$ cat src/rtl/pet_pkg.sv
// Shared types and constants for the periodic event timer bank.
package pet_pkg;

  localparam int MAX_SLOTS_DEF = 16;
  localparam int RESULT_CAP    = 16;
  localparam int PERIOD_W      = 32;
  localparam int SLOT_W        = 4;
  localparam int FCNT_W        = $clog2(RESULT_CAP + 1);

  typedef enum logic [1:0] {
    KIND_TICK   = 2'd0,
    KIND_ADD    = 2'd1,
    KIND_PAUSE  = 2'd2,
    KIND_RESUME = 2'd3
  } kind_t;

  typedef enum logic [1:0] {
    ST_FIRED = 2'd0,
    ST_ADDED = 2'd1,
    ST_FULL  = 2'd2
  } status_t;

  typedef enum logic {
    SEQ_IDLE = 1'b0,
    SEQ_WALK = 1'b1
  } seq_state_t;

  typedef struct packed {
    logic              vld;
    status_t           status;
    logic [SLOT_W-1:0] slot_id;
    logic              last;
  } res_t;

endpackage

$ cat src/rtl/pet_mem.sv
// Slot table memory: one write port, one read port with registered read data.
module pet_mem #(
  parameter int DEPTH = 16,
  parameter int AW    = 4,
  parameter int DW    = 64
) (
  input  logic          clk,
  input  logic          we,
  input  logic [AW-1:0] waddr,
  input  logic [DW-1:0] wdata,
  input  logic          re,
  input  logic [AW-1:0] raddr,
  output logic [DW-1:0] rdata
);

  logic [DW-1:0] mem [DEPTH];
  logic [DW-1:0] rdata_r;

  always_ff @(posedge clk) begin
    if (we) begin
      mem[waddr] <= wdata;
    end
  end

  always_ff @(posedge clk) begin
    if (re) begin
      rdata_r <= mem[raddr];
    end
  end

  assign rdata = rdata_r;

endmodule

$ cat src/rtl/pet_seq.sv
// Command sequencer: slot allocation, run flag and the per-tick slot walk.
module pet_seq #(
  parameter int MAX_SLOTS = pet_pkg::MAX_SLOTS_DEF,
  parameter int IDX_W     = (MAX_SLOTS > 1) ? $clog2(MAX_SLOTS) : 1
) (
  input  logic                         clk,
  input  logic                         rst_n,
  input  logic                         start,
  output logic                         busy,
  input  logic [1:0]                   kind,
  input  logic [pet_pkg::PERIOD_W-1:0] period,
  output logic                         mem_we,
  output logic [IDX_W-1:0]             mem_waddr,
  output logic [2*pet_pkg::PERIOD_W-1:0] mem_wdata,
  output logic                         mem_re,
  output logic [IDX_W-1:0]             mem_raddr,
  input  logic [2*pet_pkg::PERIOD_W-1:0] mem_rdata,
  output pet_pkg::res_t                res
);
  import pet_pkg::*;

  localparam int CNT_W = $clog2(MAX_SLOTS + 1);

  seq_state_t         state_r, state_nxt;
  logic [CNT_W-1:0]   slots_used_r, slots_used_nxt;
  logic               running_r, running_nxt;
  logic [CNT_W-1:0]   rd_cnt_r, rd_cnt_nxt;
  logic               v1_r, v1_nxt;
  logic [IDX_W-1:0]   v1_idx_r, v1_idx_nxt;
  logic               pend_v_r, pend_v_nxt;
  logic [IDX_W-1:0]   pend_idx_r, pend_idx_nxt;
  logic [FCNT_W-1:0]  fired_r, fired_nxt;

  logic [PERIOD_W-1:0] rd_period;
  logic [PERIOD_W-1:0] rd_count;
  logic [PERIOD_W-1:0] cnt_inc;
  logic                fire;
  kind_t               kind_in;

  assign rd_period = mem_rdata[2*PERIOD_W-1:PERIOD_W];
  assign rd_count  = mem_rdata[PERIOD_W-1:0];
  assign cnt_inc   = rd_count + PERIOD_W'(1);
  assign fire      = (cnt_inc >= rd_period);
  assign kind_in   = kind_t'(kind);
  assign busy      = (state_r != SEQ_IDLE);

  always_ff @(posedge clk) begin
    if (!rst_n) begin
      state_r      <= SEQ_IDLE;
      slots_used_r <= '0;
      running_r    <= 1'b0;
      rd_cnt_r     <= '0;
      v1_r         <= 1'b0;
      pend_v_r     <= 1'b0;
      fired_r      <= '0;
    end else begin
      state_r      <= state_nxt;
      slots_used_r <= slots_used_nxt;
      running_r    <= running_nxt;
      rd_cnt_r     <= rd_cnt_nxt;
      v1_r         <= v1_nxt;
      pend_v_r     <= pend_v_nxt;
      fired_r      <= fired_nxt;
    end
  end

  always_ff @(posedge clk) begin
    v1_idx_r   <= v1_idx_nxt;
    pend_idx_r <= pend_idx_nxt;
  end

  always_comb begin
    state_nxt      = state_r;
    slots_used_nxt = slots_used_r;
    running_nxt    = running_r;
    rd_cnt_nxt     = rd_cnt_r;
    v1_nxt         = 1'b0;
    v1_idx_nxt     = rd_cnt_r[IDX_W-1:0];
    pend_v_nxt     = pend_v_r;
    pend_idx_nxt   = pend_idx_r;
    fired_nxt      = fired_r;
    mem_we         = 1'b0;
    mem_waddr      = v1_idx_r;
    mem_wdata      = {rd_period, cnt_inc};
    mem_re         = 1'b0;
    mem_raddr      = rd_cnt_r[IDX_W-1:0];
    res            = '0;

    case (state_r)
      SEQ_IDLE: begin
        if (start) begin
          case (kind_in)
            KIND_TICK: begin
              if (running_r) begin
                state_nxt  = SEQ_WALK;
                rd_cnt_nxt = '0;
                fired_nxt  = '0;
                pend_v_nxt = 1'b0;
              end
            end
            KIND_ADD: begin
              res.vld  = 1'b1;
              res.last = 1'b1;
              if (slots_used_r < CNT_W'(MAX_SLOTS)) begin
                mem_we         = 1'b1;
                mem_waddr      = slots_used_r[IDX_W-1:0];
                mem_wdata      = {period, {PERIOD_W{1'b0}}};
                res.status     = ST_ADDED;
                res.slot_id    = SLOT_W'(slots_used_r);
                slots_used_nxt = slots_used_r + CNT_W'(1);
              end else begin
                res.status  = ST_FULL;
                res.slot_id = '0;
              end
            end
            KIND_PAUSE:  running_nxt = 1'b0;
            KIND_RESUME: running_nxt = 1'b1;
            default: ;
          endcase
        end
      end

      SEQ_WALK: begin
        // Reads run one slot ahead of the write-back; each slot is touched once.
        if (rd_cnt_r < slots_used_r) begin
          mem_re     = 1'b1;
          v1_nxt     = 1'b1;
          rd_cnt_nxt = rd_cnt_r + CNT_W'(1);
        end
        if (v1_r) begin
          mem_we    = 1'b1;
          mem_waddr = v1_idx_r;
          mem_wdata = {rd_period, fire ? {PERIOD_W{1'b0}} : cnt_inc};
          // A firing is held in the pending register until the next firing, so that the final one can carry last.
          if (fire && (fired_r < FCNT_W'(RESULT_CAP))) begin
            fired_nxt    = fired_r + FCNT_W'(1);
            pend_v_nxt   = 1'b1;
            pend_idx_nxt = v1_idx_r;
            if (pend_v_r) begin
              res.vld     = 1'b1;
              res.status  = ST_FIRED;
              res.slot_id = SLOT_W'(pend_idx_r);
              res.last    = 1'b0;
            end
          end
        end
        if (!mem_re && !v1_r) begin
          state_nxt  = SEQ_IDLE;
          pend_v_nxt = 1'b0;
          if (pend_v_r) begin
            res.vld     = 1'b1;
            res.status  = ST_FIRED;
            res.slot_id = SLOT_W'(pend_idx_r);
            res.last    = 1'b1;
          end
        end
      end

      default: state_nxt = SEQ_IDLE;
    endcase
  end

  a_slots_bound: assert property (@(posedge clk) disable iff (!rst_n)
    slots_used_r <= CNT_W'(MAX_SLOTS))
    else $error("slot count exceeds table depth");

  a_fired_bound: assert property (@(posedge clk) disable iff (!rst_n)
    fired_r <= FCNT_W'(RESULT_CAP))
    else $error("firing count exceeds result cap");

  a_wb_in_walk: assert property (@(posedge clk) disable iff (!rst_n)
    v1_r |-> (state_r == SEQ_WALK))
    else $error("write-back stage active outside of a walk");

  a_idle_res_is_add: assert property (@(posedge clk) disable iff (!rst_n)
    (res.vld && (state_r == SEQ_IDLE)) |-> (start && (kind_in == KIND_ADD)))
    else $error("idle result without an add command");

  a_walk_ends_clean: assert property (@(posedge clk) disable iff (!rst_n)
    (state_r == SEQ_WALK && state_nxt == SEQ_IDLE) |=> !pend_v_r && !v1_r)
    else $error("walk ended with a firing still pending");

endmodule

$ cat src/rtl/periodic_event_timer_bank_unit.sv
// Top level of the periodic event timer bank: sequencer, slot memory, result register.
//
// Usage: a command word (in_kind, in_period) is taken on a rising edge where
// start is high and busy is low. Kinds: tick, add, pause, resume.
// An add is answered by one result word in the cycle right after acceptance:
// slot added with its id, or table full. busy stays low, so a new command may
// follow in the next cycle. Pause and resume give no result.
// A tick while running walks all used slots through the slot memory, one slot
// per cycle with registered read data, keeping busy high until the walk is done;
// up to 16 fired words come out, at most one per cycle, the final one marked by
// out_last in the cycle after the walk ends. A tick while paused gives no result.
// Each result word is shown for exactly one cycle with out_strobe; the
// receiver cannot stall the block.
// Reset (rst_n low, synchronous) empties the table and pauses the bank;
// the slot memory needs no clearing since only allocated slots are read.
module periodic_event_timer_bank_unit #(
  parameter int MAX_SLOTS = pet_pkg::MAX_SLOTS_DEF
) (
  input  logic                         clk,
  input  logic                         rst_n,
  input  logic                         start,
  output logic                         busy,
  input  logic [1:0]                   in_kind,
  input  logic [pet_pkg::PERIOD_W-1:0] in_period,
  output logic                         out_strobe,
  output logic [1:0]                   out_status,
  output logic [pet_pkg::SLOT_W-1:0]   out_slot_id,
  output logic                         out_last
);
  import pet_pkg::*;

  localparam int IDX_W = (MAX_SLOTS > 1) ? $clog2(MAX_SLOTS) : 1;
  localparam int DW    = 2 * PERIOD_W;

  logic             mem_we;
  logic [IDX_W-1:0] mem_waddr;
  logic [DW-1:0]    mem_wdata;
  logic             mem_re;
  logic [IDX_W-1:0] mem_raddr;
  logic [DW-1:0]    mem_rdata;
  res_t             res;

  logic              strobe_r;
  logic [1:0]        status_r;
  logic [SLOT_W-1:0] slot_id_r;
  logic              last_r;

  pet_seq #(
    .MAX_SLOTS (MAX_SLOTS),
    .IDX_W     (IDX_W)
  ) u_seq (
    .clk       (clk),
    .rst_n     (rst_n),
    .start     (start),
    .busy      (busy),
    .kind      (in_kind),
    .period    (in_period),
    .mem_we    (mem_we),
    .mem_waddr (mem_waddr),
    .mem_wdata (mem_wdata),
    .mem_re    (mem_re),
    .mem_raddr (mem_raddr),
    .mem_rdata (mem_rdata),
    .res       (res)
  );

  pet_mem #(
    .DEPTH (MAX_SLOTS),
    .AW    (IDX_W),
    .DW    (DW)
  ) u_mem (
    .clk   (clk),
    .we    (mem_we),
    .waddr (mem_waddr),
    .wdata (mem_wdata),
    .re    (mem_re),
    .raddr (mem_raddr),
    .rdata (mem_rdata)
  );

  always_ff @(posedge clk) begin
    if (!rst_n) begin
      strobe_r <= 1'b0;
    end else begin
      strobe_r <= res.vld;
    end
  end

  always_ff @(posedge clk) begin
    status_r  <= res.status;
    slot_id_r <= res.slot_id;
    last_r    <= res.last;
  end

  assign out_strobe  = strobe_r;
  assign out_status  = status_r;
  assign out_slot_id = slot_id_r;
  assign out_last    = last_r;

endmodule
$ cat config.mk
export PLATFORM = sky130hd
export DESIGN_NAME = periodic_event_timer_bank_unit
export DESIGN_NICKNAME = d
export VERILOG_FILES = /design/src/rtl/pet_pkg.sv /design/src/rtl/pet_mem.sv /design/src/rtl/pet_seq.sv /design/src/rtl/periodic_event_timer_bank_unit.sv
export SDC_FILE = /design/constraint.sdc
export NUM_CORES = 1
export LEC_CHECK = 0
export BUFFER_PORTS_ARGS = -buffer_cell sky130_fd_sc_hd__buf_2
export CORE_UTILIZATION = 30
export DETAILED_ROUTE_END_ITERATION = 8
export SYNTH_ARGS = -nofsm -noshare
export SYNTH_HDL_FRONTEND = slang
export SYNTH_SLANG_ARGS = --single-unit
$ cat constraint.sdc
create_clock -name clk -period 13.2 [get_ports clk]
set_input_delay 0 -clock clk [delete_from_list [all_inputs] [get_ports clk]]
set_output_delay 0 -clock clk [all_outputs]
set_load 0.05 [all_outputs]
==> results.md, run 1 <==
- Final Net Count: 2225
- Asr flop ratio synth: 0
- HP Class: in -> reg
- Crit path cell chain: ha_1, inv_1, nor4_1, and2_1, xnor2_1, inv_1, ha_1, nand4_1, nor4_1, a221o_1, o21ai_0, a21oi_4, buf_4, nor3_1
- Mean Syn Cell Area: 21.97 um^2
- Post-synth EDFFs: 1092
- Drt first-iter violations: 2169
- Rows: 140
- I/O pins: 46
- Total Negative Setup Slacks: 0 ns
- Final setup vio count: 0
- Crit path to: u_mem.mem[13][10]
- Seq cells post-synth: 1123
- First-pass GRT wire length: 150.4 mm
- M1 WL: 44.06 mm
- Max Slew Vio Count: 0
- CP max FO: 20
- Vias: 20890
- Initial antenna violation count: 2
- CP required: 13.50 ns
- Seq/Total Area, Yosys: 0.7589
- RSZ-0062 raised after global routing: false
- Worst reg-to-reg path cell count: 14
- Maximum clock frequency: 178.9 MHz
- Hold-fix buffers, CTS: 26
- Yosys warning total: 0
- Worst r2r src: u_mem.rdata[0]
- Power density over cell area: 136.9 nW/um^2
- Die X: 385.1 um
- Critical Path AT: 5.89 ns
- Largest net degree at the start of global routing: 144
- CP Depth: 14
- Clock latency on the worst-skew pair: 0.69 ns
- Post-CTS setup buffer count: 0
- Cell depth of the worst hold path: 3
- Final period util: 0.4235
- Crit-path slowest cell: nor3_1
- Metal2 WL: 51.53 mm
- Outcome: completed
- WL/cell: 24.91 um
- Top layer in use: met4
- Via/cell ratio: 5.031
- Placed cells: 3931
- Worst VDD drop: 0.00009805 V
- DP HPWL: 53.26 mm
- Total CTS buffers: 106
- Top delay family on crit path: simple AND/OR/NAND/NOR gates
- Crit Path Class: reg -> reg
- Maximum single-stage delay on the critical path: 1.02 ns
- RR Endpoint: u_mem.mem[13][10]
- Initial core utilization: 0.3021
- Final hold violation count: 0
- Synth Net Count: 2081
- Layout cells sized above 1: 0.2805
- Clk buf depth: 3
- Headroom to the max-slew limit: 0.1284
- Worst hold slack: 0.04492 ns
- TritonCTS clock tree: yes
- Final Critical Period: 5.591 ns
- Vias in the first global route: 21590
- Clk_skew: 0.02489 ns
- Area Overhead vs Synth: 14.50%
- R2r setup slk: 7.61 ns
- Placeable Area: 145700 um^2
- Lkg Pwr: 15.21 nW
- Sink Count: 1123
- CTS Root Cell: clkbuf_16
- Non-Filler Instances: 4152
- MaxCap Viol Count: 0
- Post-Syn Area: 44030 um^2
- Worst setup startpoint: u_mem.rdata[0]
- Number of remaining DRC errors: 0
- Syn Inst Count: 2004
- Total grt overflow: 0
- Placer congestion estimate: 0.7724
- Port Buf Inserts: 45
- Die height: 385.1 um
- CTS H-tree depth: 3
- GRT Total Usage: 0.1397
- Antenna Violating Nets Remaining: 0
- Worst Setup Start Kind: flop
- Antenna Diode Count: 0
- Crit. End Element: flop
- Final WL: 103.4 mm
- DR pass1 iterations: 6
- Metal3 WL: 5.892 mm
- Cts repair resizes: 0
- Worst Path Buf+Inv: 3
- Predominant post-synthesis flop cell: edfxtp_1
- Count of cell types in the netlist: 53
- Clock transition at the registers of the reported paths: 0.06 ns
- Die area: 148300 um^2
- Slew @ Worst Pin: 1.297 ns
==> where the power goes <==
group          leakage, nW  internal, mW  switching, mW
clock                 1.60          1.63           1.30
sequential            10.1          3.89        0.00237
combinational         3.51        0.0264         0.0502
==> worst min-delay path: stages <==
cell	delay, ns
buf_2	0.10
nand2_1	0.04
o21ai_1	0.28
==> kinds of logic after synthesis <==
group / after synthesis / synth area share
flip-flops: 1123 / 0.7589
multiplexers: 323 / 0.1646
AND/OR/NAND/NOR: 211 / 0.02413
buffers and inverters: 164 / 0.01901
AO/OA/AOI/OAI: 108 / 0.01503
adder cells (fa/ha/maj): 40 / 0.01137
XOR/XNOR: 35 / 0.006962
==> cells in the final DEF (no fill, tap or decap), types with 26 or more instances in the layout <==
cell,instances
dlygate4sd3_1,26
nand2_1,72
buf_2,45
dfxtp_1,27
clkbuf_16,109
nor3_2,26
ha_1,40
inv_1,68
clkinv_1,28
mux4_2,317
edfxtp_1,1092
a21oi_1,28
o21ai_0,34
clkbuf_1,27
buf_4,58
==> registers in the layout (all words and copies together), names as in the netlist, 4 cells and up <==
name / cells
u_seq.fired_r: 5
u_seq.v1_idx_r: 4
u_seq.rd_cnt_r: 5
u_mem.mem: 1024
u_seq.pend_idx_r: 4
u_mem.rdata: 64
u_seq.slots_used_r: 5
out_slot_id: 4
==> per-layer routing <==
| layer | vias up | global-route usage |
|---|---|---|
| li1 | 8668 | - |
| met1 | 11380 | 0.1939 |
| met2 | 697 | 0.2319 |
| met3 | 141 | 0.01880 |
| met4 | 0 | 0.03402 |
| met5 | - | 0 |
==> worst min path at each step <==
stage | startpoint | endpoint
after floorplan | in_kind[0] | u_seq.running_r
after global placement | in_kind[0] | u_seq.running_r
after detailed placement | in_kind[0] | u_seq.slots_used_r[4]
after CTS | in_period[19] | u_mem.mem[4][51]
after global routing | in_period[14] | u_mem.mem[5][46]
final | in_period[31] | u_mem.mem[7][63]
==> Yosys cell counts, types with 11 or more instances <==
cell | n | area, um^2
nor2_1 | 33 | 123.9
clkbuf_1 | 42 | 157.7
nand4_1 | 12 | 75.07
a21oi_1 | 28 | 140.1
inv_1 | 69 | 259.0
nand3_1 | 22 | 110.1
xor2_1 | 18 | 157.7
buf_6 | 24 | 270.3
nor3_1 | 29 | 145.1
xnor2_1 | 17 | 148.9
and3_1 | 11 | 68.82
o21ai_0 | 48 | 240.2
mux4_2 | 317 | 7139
dfxtp_1 | 31 | 620.6
edfxtp_1 | 1092 | 32790
ha_1 | 40 | 500.5
nand2_1 | 72 | 270.3
buf_2 | 20 | 100.1
==> metrics by stage <==
step           instance area, um^2  setup WS [ns]  utilization  total power, mW
4_1_cts                      50270          7.526       0.3449            6.961
6_report                     50410          7.609       0.3459            6.902
3_5_place_dp                 46710          7.545       0.3205            4.038
2_1_floorplan                44030          8.262            -            4.006
5_1_grt                      50410          7.114       0.3459            7.095
3_3_place_gp                 46700          7.815       0.3205            4.032
==> cell type report <==
class | count | area, um^2
repair buffers | 131 | 960.9
inverters | 69 | 260.3
flip-flops and latches | 1123 | 33430
well taps | 1917 | 2399
clock inverters | 59 | 475.5
multi-input cells | 717 | 10060
clock buffers | 136 | 2829
fillers | 13380 | 95330
No activity file was read; power rests on OpenSTA's default activity.
==> run 2, diff against run 1 <==
Settings changed: ABC_AREA from default to 1.
Clock period 13.2 ns to 4.7 ns, I/O delays scaled along.
==> results.md, run 2 <==
- Synth Net Count: 3455 (+66%)
- Cell taking the most area after synthesis: edfxtp_1
- Final Cell Area: 52220 um^2 (+3.6%)
- Final setup vio count: 0 (unchanged)
- Int Power: 15.89 mW (+190%)
- Syn Inst Count: 3378 (+69%)
- DP HPWL: 58.44 mm (+9.7%)
- Mean Syn Cell Area: 13.47 um^2 (-39%)
- Clk buf depth: 3 (unchanged)
- Crit. End Element: flop
- Crit path cell chain: ha_1, nand2_1, nor2_4, nand3_1, nor4_1, and3_1, xor2_1, inv_1, ha_1, nand2_1, inv_1, nand2_1, nand2_1, nand2_1, a21oi_1, nor2_1, nand2_2, nand2_1, nand2_1, buf_4, nor2_1
- TritonCTS clock tree: yes
- Sequential share of power: 0.553 (-0.011)
- CP required: 5.05 ns (-8.45 ns)
- Vias in the first global route: 26830 (+24%)
- Final period util: 0.9565 (+0.5330)
- Register Area: 33420 um^2 (about the same)
- Count leader, synth: edfxtp_1
- Number of remaining DRC errors: 0 (unchanged)
- Final WL: 117.8 mm (+14%)
- Critical Path AT: 4.85 ns (-1.04 ns)
- Predominant post-synthesis flop cell: edfxtp_1
- Largest net degree at the start of global routing: 208 (+44%)
- CTS Root Cell: clkbuf_16
- DP Area: 48300 um^2 (+3.4%)
- I/O pins: 46 (unchanged)
- Worst Path Buf+Inv: 3 (unchanged)
- Headroom to the max-slew limit: 0.1204 (-0.007993)
- Crit Path Class: reg -> reg
- Maximum clock frequency: 222.4 MHz (+24%)
- DR pass1 iterations: 5 (-1)
- Total grt overflow: 0 (unchanged)
- CP max FO: 18 (-10%)
- Antenna Diode Count: 0 (unchanged)
- Drt first-iter violations: 2793 (+29%)
- Power density over cell area: 378.4 nW/um^2 (+180%)
- WL/cell: 21.18 um (-15%)
- Die height: 391.4 um (+1.6%)
- Layout cells sized above 1: 0.09927 (-0.1813)
- Gate power share: 0.012 (about the same)
- Placeable Area: 150100 um^2 (+3.0%)
- Switching share of total power: 0.1961 (-0.0003968)
- Rows: 142 (+1.4%)
- Port Buf Inserts: 45 (unchanged)
- Seq cells post-synth: 1123 (unchanged)
- Die X: 391.4 um (+1.6%)
- Area Overhead vs Synth: 14.79%
- CTS H-tree depth: 3 (unchanged)
- Final Net Count: 3532 (+59%)
- RSZ-0062 raised after global routing: true
- Post-synth EDFFs: 1092 (unchanged)
- Placer congestion estimate: 0.8917 (+15%)
- Area contributors post-synth: edfxtp_1, nor2_1, o21ai_0, o32ai_1, nand2_1
- Sink Count: 1123 (unchanged)
- Top delay family on crit path: simple AND/OR/NAND/NOR gates
- Register ranked first by flip-flop count: u_mem.mem
- Most common cell after layout, fill and taps aside: edfxtp_1
- Final hold violation count: 0 (unchanged)
- Most frequent cells in the layout: edfxtp_1, nor2_1, nand2_1, o21ai_0, o32ai_1
- Initial antenna violation count: 3 (+1)
- Worst Setup Start Kind: flop
- Asr flop ratio synth: 0 (unchanged)
- Total CTS buffers: 111 (+4.7%)
- Switching power: 3.875 mW (+190%)
- Clock latency on the worst-skew pair: 0.69 ns (about the same)
- Yosys warning total: 0 (unchanged)
- Post-Syn Area: 45490 um^2 (+3.3%)
- Post-CTS setup buffer count: 0 (unchanged)
- Final Critical Period: 4.496 ns (-1.095 ns)
- Synth top cells by count: edfxtp_1, nor2_1, nand2_1
- Clk_skew: 0.01971 ns (-0.005177 ns)
- Lkg Pwr: 16.60 nW (+9.1%)
- Multi-input logic area: 10680 um^2 (+6.1%)
- Clock Power Share: 0.435 (+0.010)
- Crit-path slowest cell: nor2_1
- Max reg flops: 1024 (unchanged)
- MaxCap Viol Count: 0 (unchanged)
- Outcome: completed
- Die area: 153200 um^2 (+3.3%)
- Initial core utilization: 0.3030 (+0.0008883)
- First-pass GRT wire length: 173.6 mm (+15%)
- Count of cell types in the netlist: 39 (-26%)
- Fill count: 14370 (+7.5%)
- Worst hold slack: 0.09106 ns (+0.04614 ns)
- Post-synth top area share: 0.7209 (-0.02391)
- Max Slew Vio Count: 0 (unchanged)
- Worst VDD drop: 0.0003120 V (+220%)
- GRT Total Usage: 0.1512 (+0.01149)
- Most used cell, CP: nand2_1
- Slew @ Worst Pin: 1.319 ns (+0.02197 ns)
- Maximum single-stage delay on the critical path: 0.73 ns (-0.29 ns)
- Vias: 28040 (+34%)
- Via/cell ratio: 5.041 (+0.21%)
- Antenna Violating Nets Remaining: 0 (unchanged)
- Clock transition at the registers of the reported paths: 0.06 ns (about the same)
- HP Class: in -> reg
- Seq/Total Area, Yosys: 0.7345 (-0.02436)
-- run 2: cell types whose count changed after synthesis, sizes merged, moves of 76 or more --
cell,change
clkbuf,+76
mux2i,+103
mux4,-320
nand2,+235
nand3,+103
nor2,+639
o21ai,+249
o221ai,+105
o32ai,+151
-- run 2: area by class of cell --
cell class | instances | area share
clock inverters | 62 | 0.01054
flip-flops and latches | 1123 | 0.6400
repair buffers | 168 | 0.03048
multi-input cells | 1924 | 0.2045
clock buffers | 142 | 0.05681
inverters | 127 | 0.009368
well taps | 2016 | 0.04830
-- run 2: kinds of logic (layout without fill, tap and decap cells) --
family          Yosys count  after routing  share of synthesized area
fa+ha+maj                40             40                    0.01100
buf+inv                 331            499                    0.03449
xor+xnor                 25             25                   0.004813
compound gates          607            607                    0.08947
simple gates           1147           1147                     0.1026
mux                     105            105                    0.02310
flops                  1123           1123                     0.7345
-- run 2: path summary, 6_finish.rpt --
kind	to	slack [ns]	cells after the start	start
min	u_mem.mem[1][62]	0.09	3	in_period[30]
max	u_mem.mem[13][9]	0.20	21	u_mem.rdata[0]
max reg2reg	u_mem.mem[13][9]	0.20	21	u_mem.rdata[0]
min reg2reg	u_seq.pend_idx_r[3]	0.43	0	u_seq.v1_idx_r[3]
-- run 2: worst reg2reg max path: stages, from the launching register on --
cell and delay (ns):
edfxtp_1 0.49, ha_1 0.31, nand2_1 0.12, nor2_4 0.15, nand3_1 0.18, nor4_1 0.25, and3_1 0.25, xor2_1 0.23
inv_1 0.07, ha_1 0.27, nand2_1 0.07, inv_1 0.05, nand2_1 0.06, nand2_1 0.05, nand2_1 0.06, a21oi_1 0.06
nor2_1 0.11, nand2_2 0.17, nand2_1 0.12, nand2_1 0.11, buf_4 0.27, nor2_1 0.74
-- run 2: power by group through the flow --
stage | clock network (mW) | logic (mW) | registers, mW
after floorplan | 0 | 0.112 | 11.1
after global placement | 0 | 0.210 | 11.1
after detailed placement | 0 | 0.213 | 11.1
after CTS | 8.72 | 0.238 | 10.9
after global routing | 9.11 | 0.261 | 10.9
final | 8.60 | 0.238 | 10.9
-- run 2: layer usage --
metal / GRT usage / vias to the layer above / share of wire
met5: 0 / - / 0.00018
met4: 0.04599 / 4 / 0.029
met3: 0.02591 / 192 / 0.077
met2: 0.2371 / 1065 / 0.46
met1: 0.2130 / 14080 / 0.44
li1: - / 12700 / -
-- run 2: through the flow --
stage	TNS (ns)	instances	utilization	power, mW	setup WS [ns]
final	0	5562	0.3478	19.76	0.2045
after global routing	-25.08	5562	0.3478	20.29	-0.1771
after CTS	0	5562	0.3476	19.89	0.2625
after detailed placement	0	5321	0.3217	11.35	0.2618
after global placement	0	5321	0.3217	11.35	0.4162
after floorplan	0	3378	-	11.26	0.05113
-- run 2: repair_timing --
action | CTS | global route
resized for setup | 0 | 14
hold endpoints to repair | 457 | 0
setup endpoints to repair | 0 | 448
hold buffers | 37 | 0
